### src/sv/cta_pkg.sv
// shared types and constants of the context tagged address filter
`timescale 1ns / 1ps

package cta_pkg;

  // table geometry
  localparam int INDEX_BITS = 12;
  localparam int KIND_BITS  = 2;
  localparam int ADDR_W     = 32;
  localparam int CTX_W      = 32;
  localparam int TAG_BITS   = ADDR_W - INDEX_BITS;
  localparam int DEPTH      = 1 << INDEX_BITS;
  localparam int PTR_W      = INDEX_BITS + 1;

  // stream field widths
  localparam int CMD_W     = 2;
  localparam int KIND_IN_W = 2;
  localparam int IN_BITS   = ADDR_W + KIND_IN_W + CTX_W;
  localparam int S_TDATA_W = ((IN_BITS + 7) / 8) * 8;
  localparam int OUT_BITS  = 3;
  localparam int M_TDATA_W = ((OUT_BITS + 7) / 8) * 8;

  // command codes
  typedef enum logic [CMD_W-1:0] {
    CMD_LOOKUP = 2'd0,
    CMD_INSERT = 2'd1,
    CMD_FLUSH  = 2'd2
  } cmd_e;

  // controller states
  typedef enum logic [2:0] {
    ST_CLEAR,
    ST_IDLE,
    ST_ACCESS,
    ST_FLUSH,
    ST_DONE
  } state_e;

  // one slot of the table
  typedef struct packed {
    logic [KIND_BITS-1:0] kind;
    logic [TAG_BITS-1:0]  tag;
    logic [CTX_W-1:0]     ctx;
  } entry_t;

  // decoded input item
  typedef struct packed {
    logic [CMD_W-1:0]     cmd;
    logic [ADDR_W-1:0]    addr;
    logic [KIND_IN_W-1:0] kind;
    logic [CTX_W-1:0]     ctx;
  } req_t;

  // memory access request
  typedef struct packed {
    logic                  wr_en;
    logic [INDEX_BITS-1:0] wr_idx;
    entry_t                wr_data;
    logic                  rd_en;
    logic [INDEX_BITS-1:0] rd_idx;
  } mem_req_t;

  // result handed to the output register
  typedef struct packed {
    logic valid;
    logic hit;
    logic inserted;
    logic flush_done;
  } res_t;

endpackage

### src/sv/cta_ctrl.sv
// sequencer: clearing pass, lookup/insert read-modify-write and flush walk
`timescale 1ns / 1ps

module cta_ctrl (
  input  logic              clk_i,
  input  logic              rst_ni,
  input  logic              in_valid_i,
  output logic              in_ready_o,
  input  cta_pkg::req_t     req_i,
  input  logic              out_free_i,
  output cta_pkg::res_t     res_o,
  output cta_pkg::mem_req_t mem_o,
  input  cta_pkg::entry_t   rd_data_i
);
  import cta_pkg::*;

  state_e state_q, state_d;
  logic [PTR_W-1:0] ptr_q, ptr_d;
  logic chk_q, chk_d;
  logic [INDEX_BITS-1:0] widx_q, widx_d;

  // request held for the duration of the item
  logic [CMD_W-1:0]      cmd_q;
  logic [INDEX_BITS-1:0] idx_q;
  logic [TAG_BITS-1:0]   tag_q;
  logic [KIND_BITS-1:0]  kind_q;
  logic [CTX_W-1:0]      ctx_q;

  logic accept;
  logic kind_ok;
  logic hit;
  logic ins;
  logic flush_match;

  assign accept = in_valid_i && in_ready_o;

  // compare the slot read back with the held request
  assign kind_ok     = (kind_q != '0);
  assign hit         = (cmd_q == CMD_LOOKUP) && kind_ok && (rd_data_i.kind == kind_q) &&
                       (rd_data_i.ctx == ctx_q) && (rd_data_i.tag == tag_q);
  assign ins         = (cmd_q == CMD_INSERT) && kind_ok && (rd_data_i.kind == '0);
  assign flush_match = chk_q && (rd_data_i.kind != '0) && (rd_data_i.ctx == ctx_q);

  // state register
  always_ff @(posedge clk_i or negedge rst_ni) begin
    if (!rst_ni) begin
      state_q <= ST_CLEAR;
      ptr_q   <= '0;
      chk_q   <= 1'b0;
    end else begin
      state_q <= state_d;
      ptr_q   <= ptr_d;
      chk_q   <= chk_d;
    end
  end

  // request and write-back index capture
  always_ff @(posedge clk_i) begin
    widx_q <= widx_d;
    if (accept) begin
      cmd_q  <= req_i.cmd;
      idx_q  <= req_i.addr[INDEX_BITS-1:0];
      tag_q  <= req_i.addr[ADDR_W-1:INDEX_BITS];
      kind_q <= KIND_BITS'(req_i.kind);
      ctx_q  <= req_i.ctx;
    end
  end

  // next state, memory port and result
  always_comb begin
    state_d    = state_q;
    ptr_d      = ptr_q;
    chk_d      = 1'b0;
    widx_d     = widx_q;
    in_ready_o = 1'b0;
    res_o      = '0;
    mem_o      = '0;
    unique case (state_q)
      ST_CLEAR: begin
        mem_o.wr_en  = 1'b1;
        mem_o.wr_idx = ptr_q[INDEX_BITS-1:0];
        ptr_d        = ptr_q + PTR_W'(1);
        if (ptr_q == PTR_W'(DEPTH - 1)) begin
          state_d = ST_IDLE;
        end
      end
      ST_IDLE: begin
        in_ready_o   = 1'b1;
        mem_o.rd_idx = req_i.addr[INDEX_BITS-1:0];
        if (in_valid_i) begin
          if (req_i.cmd == CMD_FLUSH) begin
            ptr_d   = '0;
            state_d = ST_FLUSH;
          end else begin
            mem_o.rd_en = 1'b1;
            state_d     = ST_ACCESS;
          end
        end
      end
      ST_ACCESS: begin
        if (out_free_i) begin
          res_o.valid         = 1'b1;
          res_o.hit           = hit;
          res_o.inserted      = ins;
          mem_o.wr_en         = ins;
          mem_o.wr_idx        = idx_q;
          mem_o.wr_data.kind  = kind_q;
          mem_o.wr_data.tag   = tag_q;
          mem_o.wr_data.ctx   = ctx_q;
          state_d             = ST_IDLE;
        end
      end
      ST_FLUSH: begin
        // read slot ptr while clearing the previously read slot if it holds an entry of the held context
        mem_o.rd_en  = !ptr_q[INDEX_BITS];
        mem_o.rd_idx = ptr_q[INDEX_BITS-1:0];
        mem_o.wr_en  = flush_match;
        mem_o.wr_idx = widx_q;
        chk_d        = !ptr_q[INDEX_BITS];
        widx_d       = ptr_q[INDEX_BITS-1:0];
        if (!ptr_q[INDEX_BITS]) begin
          ptr_d = ptr_q + PTR_W'(1);
        end else begin
          state_d = ST_DONE;
        end
      end
      ST_DONE: begin
        if (out_free_i) begin
          res_o.valid      = 1'b1;
          res_o.flush_done = 1'b1;
          state_d          = ST_IDLE;
        end
      end
      default: begin
        state_d = ST_CLEAR;
        ptr_d   = '0;
      end
    endcase
  end

endmodule

### config.mk
export PLATFORM = sky130hd
export DESIGN_NAME = cta_ctrl
export DESIGN_NICKNAME = d
export VERILOG_FILES = /design/src/sv/cta_pkg.sv /design/src/sv/cta_ctrl.sv
export SDC_FILE = /design/constraint.sdc
export NUM_CORES = 1
export LEC_CHECK = 0
export BUFFER_PORTS_ARGS = -buffer_cell sky130_fd_sc_hd__buf_2
export CAP_MARGIN = 40
export CORE_ASPECT_RATIO = 1.5
export CORE_MARGIN = 2
export CORE_UTILIZATION = 48
export DETAILED_ROUTE_END_ITERATION = 12
export PLACE_DENSITY_LB_ADDON = 0.12
export REMOVE_ABC_BUFFERS = 1
export SYNTH_ARGS = -nofsm -noshare
export SYNTH_HDL_FRONTEND = slang
export SYNTH_SLANG_ARGS = --single-unit
### constraint.sdc
create_clock -name clk_i -period 5.51 [get_ports clk_i]
set_input_delay 0.2755 -clock clk_i [delete_from_list [all_inputs] [get_ports clk_i]]
set_output_delay 0.2755 -clock clk_i [all_outputs]
set_load 0.05 [all_outputs]
Yosys cells after proc, flatten, opt, wreduce, memory -nomap -nowiden
Cells that the tools add are included.
{"block": "op_classes", "addsub": 1, "eq_ne": 16, "muxes": 23, "n_bitwise": 1, "n_reduce_logical": 19}
{"op": "67-bit 2-to-1 mux", "count": 1}
{"op": "54-bit 2-to-1 mux", "count": 1}
{"op": "13-bit one-hot mux with 4 select lines", "count": 1}
{"op": "13-bit 2-to-1 mux", "count": 3}
{"op": "13-bit one-hot mux with 3 select lines", "count": 1}
{"op": "32-bit equality test", "count": 1}
{"op": "13-bit one-hot mux with 2 select lines", "count": 1}
{"op": "20-bit equality test", "count": 1}
{"op": "3-bit 2-to-1 mux", "count": 5}
{"op": "13-bit by 1-bit adder with 13-bit output, second input constant", "count": 1}
{"op": "13-bit by 12-bit equality test with 1-bit output, second input constant", "count": 1}
{"op": "3-bit one-hot mux with 4 select lines", "count": 1}
{"op": "2-bit inequality test, second input constant", "count": 5}
{"op": "1-bit logical AND", "count": 9}
{"op": "4-bit AND reduction", "count": 2}
{"op": "1-bit 2-to-1 mux", "count": 7}
{"op": "3-bit by 2-bit equality test with 1-bit output, second input constant", "count": 2}
{"op": "2-bit zero test", "count": 2}
{"op": "2-bit nonzero test", "count": 2}
{"op": "3-bit by 1-bit equality test with 1-bit output, second input constant", "count": 1}
{"op": "3-bit equality test, second input constant", "count": 1}
{"op": "3-bit zero test", "count": 1}
{"op": "3-bit AND reduction", "count": 1}
{"op": "2-bit by 1-bit equality test with 1-bit output, second input constant", "count": 1}
{"op": "8 further kinds", "count": 8}
{"block": "word_totals", "regBits": 97, "in_bits": 126, "output_inout_bits": 85, "wordCells": 70}

Longest topological paths before layout
{"block": "logic_depth", "word_depth": 7, "depth_mapped": 8, "ltp_nobuf": 7}

Worst setup path after synthesis
OpenSTA, ideal clock, no wires.
{"block": "synth_path", "path_kind": "reg-to-reg", "start": "register state_q[1]", "end": "register cmd_q[0] (enable)", "setup_time_ns": 0.501, "arrival_time_ns": 3.833, "required_time_ns": 5.009, "path_slack_ns": 1.176, "path_stages_with_launch": 4, "path_buffers": 1, "period_less_slack_ns": 4.334, "cell_sequence": "dfrtp_1 buf_2 nor2b_1 nor2b_1"}
{"block": "synth_between", "elab_chain_len": 3}
{"element": "start, declared", "line_no": "cta_ctrl.sv:17", "source": "state_e state_q, state_d;"}
{"element": "start signal, assigned", "line_no": "cta_ctrl.sv:51", "source": "state_q <= state_d;"}
{"element": "3-bit by 1-bit equality test with 1-bit output", "line_no": "cta_ctrl.sv:78", "source": "unique case (state_q)"}
{"element": "1-bit 2-to-1 mux", "line_no": "cta_ctrl.sv:78"}
{"element": "1-bit logical AND", "line_no": "cta_ctrl.sv:35", "source": "assign accept = in_valid_i && in_ready_o;"}
{"element": "named net accept", "line_no": "cta_ctrl.sv:29", "source": "logic accept;"}
{"element": "end signal, assigned", "line_no": "cta_ctrl.sv:61", "source": "cmd_q <= req_i.cmd;"}
{"element": "end, declared", "line_no": "cta_ctrl.sv:23", "source": "logic [CMD_W-1:0] cmd_q;"}
The timed path passes the listed nets, and every way through them passes these cells.
A chain may end at the register's enable or synchronous reset.

Worst setup path after layout
{"block": "layout_path", "start": "register state_q[0]", "end": "register tag_q[6] (enable)"}
{"block": "layout_between", "elab_chain_len": 3}
{"element": "3-bit by 1-bit equality test with 1-bit output", "line_no": "cta_ctrl.sv:78"}
{"element": "1-bit 2-to-1 mux", "line_no": "cta_ctrl.sv:78"}
{"element": "1-bit logical AND", "line_no": "cta_ctrl.sv:35"}
{"element": "named net accept", "line_no": "cta_ctrl.sv:29"}
{"element": "end signal, assigned", "line_no": "cta_ctrl.sv:63", "source": "tag_q <= req_i.addr[ADDR_W-1:INDEX_BITS];"}
{"element": "end, declared", "line_no": "cta_ctrl.sv:25", "source": "logic [TAG_BITS-1:0] tag_q;"}
The timed path passes the listed nets, and every way through them passes these cells.

==> metrics.txt <==
number of setup violations in the final report 0; initial core utilization 49.2%; sequential fraction of the synthesis area 59.3%; Rel. slew slack 40.2%; Cell variety after synth 41; drt via density 5.30; IO buf count 210; Post-synth top flop edfxtp_1; Final Util 64.6%; worst slack, placed 2.86 ns; H-tree Lvls 3; clock root cell clkbuf_16; RSZ-0062 raised after global routing false; Post-synth EDFFs 80; Area Overhead vs Synth 31.3%; initial antenna violation count 0; 1st-iter DRT viols 124; Longest Clk Path Bufs 2; max-cap violation count 0; clk_lat worst skew 0.34 ns; final hold violation count 0; Critical Path Sink Type register; Hold WC Path Type input port to register; CTS clk-pin slew, worst paths 0.06 ns; vias post-DR 3828; antenna diode count 0; Period Utilization, post-route 48.3%; Routed WL 12200 um; post-DP HPWL 9250 um; Post-Synthesis Cells 396; CTS resizes 0; WL per Instance 17.0 um; Avg Cell Area, Syn 12.0 um2; Die Width 85.3 um; first-pass GRT wire length 18700 um; startpoint types register; fin nets 731; overall routing resource usage 22.7%; largest net degree at the start of global routing 61; Slew Limit Fails 0; CP max FO 60; I/O pin total 211; Final ANT Viol Nets 0; crit path kind register to register; vias in the first global route 3757; Overflow after GRT 0; fmax 375 MHz; final setup margin 2.85 ns; Remaining DRCs 0; worst path required time 5.48 ns; drt first pass iters 5; WHS 0.112 ns; Synth Register Bits 97; LEAKAGE 2.79 nW; Synth Cell Area 4760 um2; final setup skew 0.00743 ns; Worst VDD drop 0.202 mV; # rows 44; Pwr Density 241 nW/um2; routability cong. 0.795; TritonCTS clock tree done; pin slew with the least headroom to its limit 0.898 ns; Synth async-reset ratio 17.5%; Clock Sinks 97; Tmin final 2.66 ns; CTS buffer count 9; core footprint 9690 um2; arrival time worst endpoint 2.63 ns; Die H 126 um; share of cells above drive strength 1 38.2%; Ys Warns 0; status finished, final reports clean; TNS Setup 0 ns; DIE AREA 10800 um2
[metrics by stage]
stage          area (um2)  power, mW  cells
6_report             6250       1.51    722
5_1_grt              6250       1.56    722
4_1_cts              6250       1.52    722
3_5_place_dp         5940      0.884    706
3_3_place_gp         5900      0.882    704
2_1_floorplan        4670      0.829    377
[sequential cells by signal, indices dropped and copies added, names as in the netlist]
register and cells:
chk_q 1, cmd_q 2, ctx_q 32, idx_q 12, kind_q 2, ptr_q 13, state_q 3, tag_q 20
widx_q 12
[layout by cell type, fill, tap and decap left out, types with 2 or more instances in the layout]
master,synthesis,final
buf_2,6,210
edfxtp_1,80,80
and2_1,55,55
xnor2_1,32,32
nor2_1,28,27
xor2_1,23,23
dfrtp_1,17,17
inv_1,15,15
o21ai_0,15,15
a222oi_1,12,12
mux2i_1,12,12
nand4_1,11,11
nand2_1,11,11
clkbuf_16,0,9
nor4_1,8,8
a21oi_1,7,7
nand3_1,7,7
and3_1,5,5
nand2b_1,5,5
o21ai_1,4,4
nor2b_1,4,3
nor3_1,3,3
nand3b_1,2,2
a22oi_1,2,2
o22ai_1,2,2
a31oi_1,2,2
or3_1,2,2
ha_1,2,2
clkbuf_1,10,2
bufinv_16,0,2
buf_4,2,2
[Yosys cell counts, drive strengths merged, types with 2 or more instances]
cell type  instances  area [um2]
o21ai             19        95.1
or3                2        12.5
xor2              23         201
a22oi              2        15.0
nor2              28         105
a21oi              7        35.0
inv               16        60.1
a31oi              2        12.5
o22ai              2        12.5
dfrtp             17         425
nor4               8        50.1
nand3b             3        26.3
ha                 2        25.0
buf                9        56.3
and3               5        31.3
nand3              7        35.0
nor2b              4        25.0
mux2i             12         120
nor3               4        25.0
edfxtp            80        2400
nand4             11        68.8
nand2b             5        31.3
and2              55         344
xnor2             32         280
nand2             11        41.3
clkbuf            10        37.5
a222oi            12         120
[critical path, stage by stage (launching register included)]
cell	delay (ns)
dfrtp_1	0.60
nand2b_1	0.52
nor2b_4	0.45
buf_4	0.66
[metal layers]
| layer | track usage (%) | up-vias | wire, um |
|---|---|---|---|
| met5 | 0 | - | 0 |
| met4 | 9.24 | 0 | 247 |
| met3 | 4.46 | 17 | 843 |
| met2 | 42.2 | 166 | 6810 |
| met1 | 24.6 | 1814 | 4350 |
| li1 | - | 1831 | - |
[cell families after synthesis]
| family | count (synthesis) | synth area share (%) |
|---|---|---|
| buffers and inverters | 35 | 3.23 |
| AO/OA/AOI/OAI | 49 | 6.99 |
| adder cells (fa/ha/maj) | 3 | 0.735 |
| multiplexers | 13 | 2.76 |
| XOR/XNOR | 55 | 10.1 |
| AND/OR/NAND/NOR | 144 | 16.8 |
| flip-flops | 97 | 59.3 |
[final timing paths]
path,slack (ns),to,from,cells after the start
worst max-delay path,2.85,tag_q[6],state_q[0],3
worst min register to register,0.56,chk_q,ptr_q[12],1
worst min-delay path,0.11,tag_q[9],req_i[55],1
worst max register to register,2.85,tag_q[6],state_q[0],3
min in group asynchronous,0.40,ptr_q[8],rst_ni,2
max in group asynchronous,4.81,state_q[2],rst_ni,2
[what timing repair did]
| item | CTS | global route |
|---|---|---|
| buffers inserted | 0 | 0 |
| hold buffers | 1 | 0 |
| hold endpoints to repair | 17 | 0 |
[where the power goes]
part / switching, mW / internal, mW / total, mW
combinational: 0.0308 / 0.0458 / 0.0766
sequential: 0 / 0.792 / 0.792
clock: 0.246 / 0.393 / 0.639
total: 0.277 / 1.23 / 1.51
[area by class of cell]
cell class	count	area (um2)
tap	115	144
clock buffer	11	233
inverter	16	60.1
clock inverter	4	68.8
multi-input combinational	264	1800
sequential	97	2830
timing repair buffer	215	1120
fill	803	3430
Power figures use the tool's default switching activity.
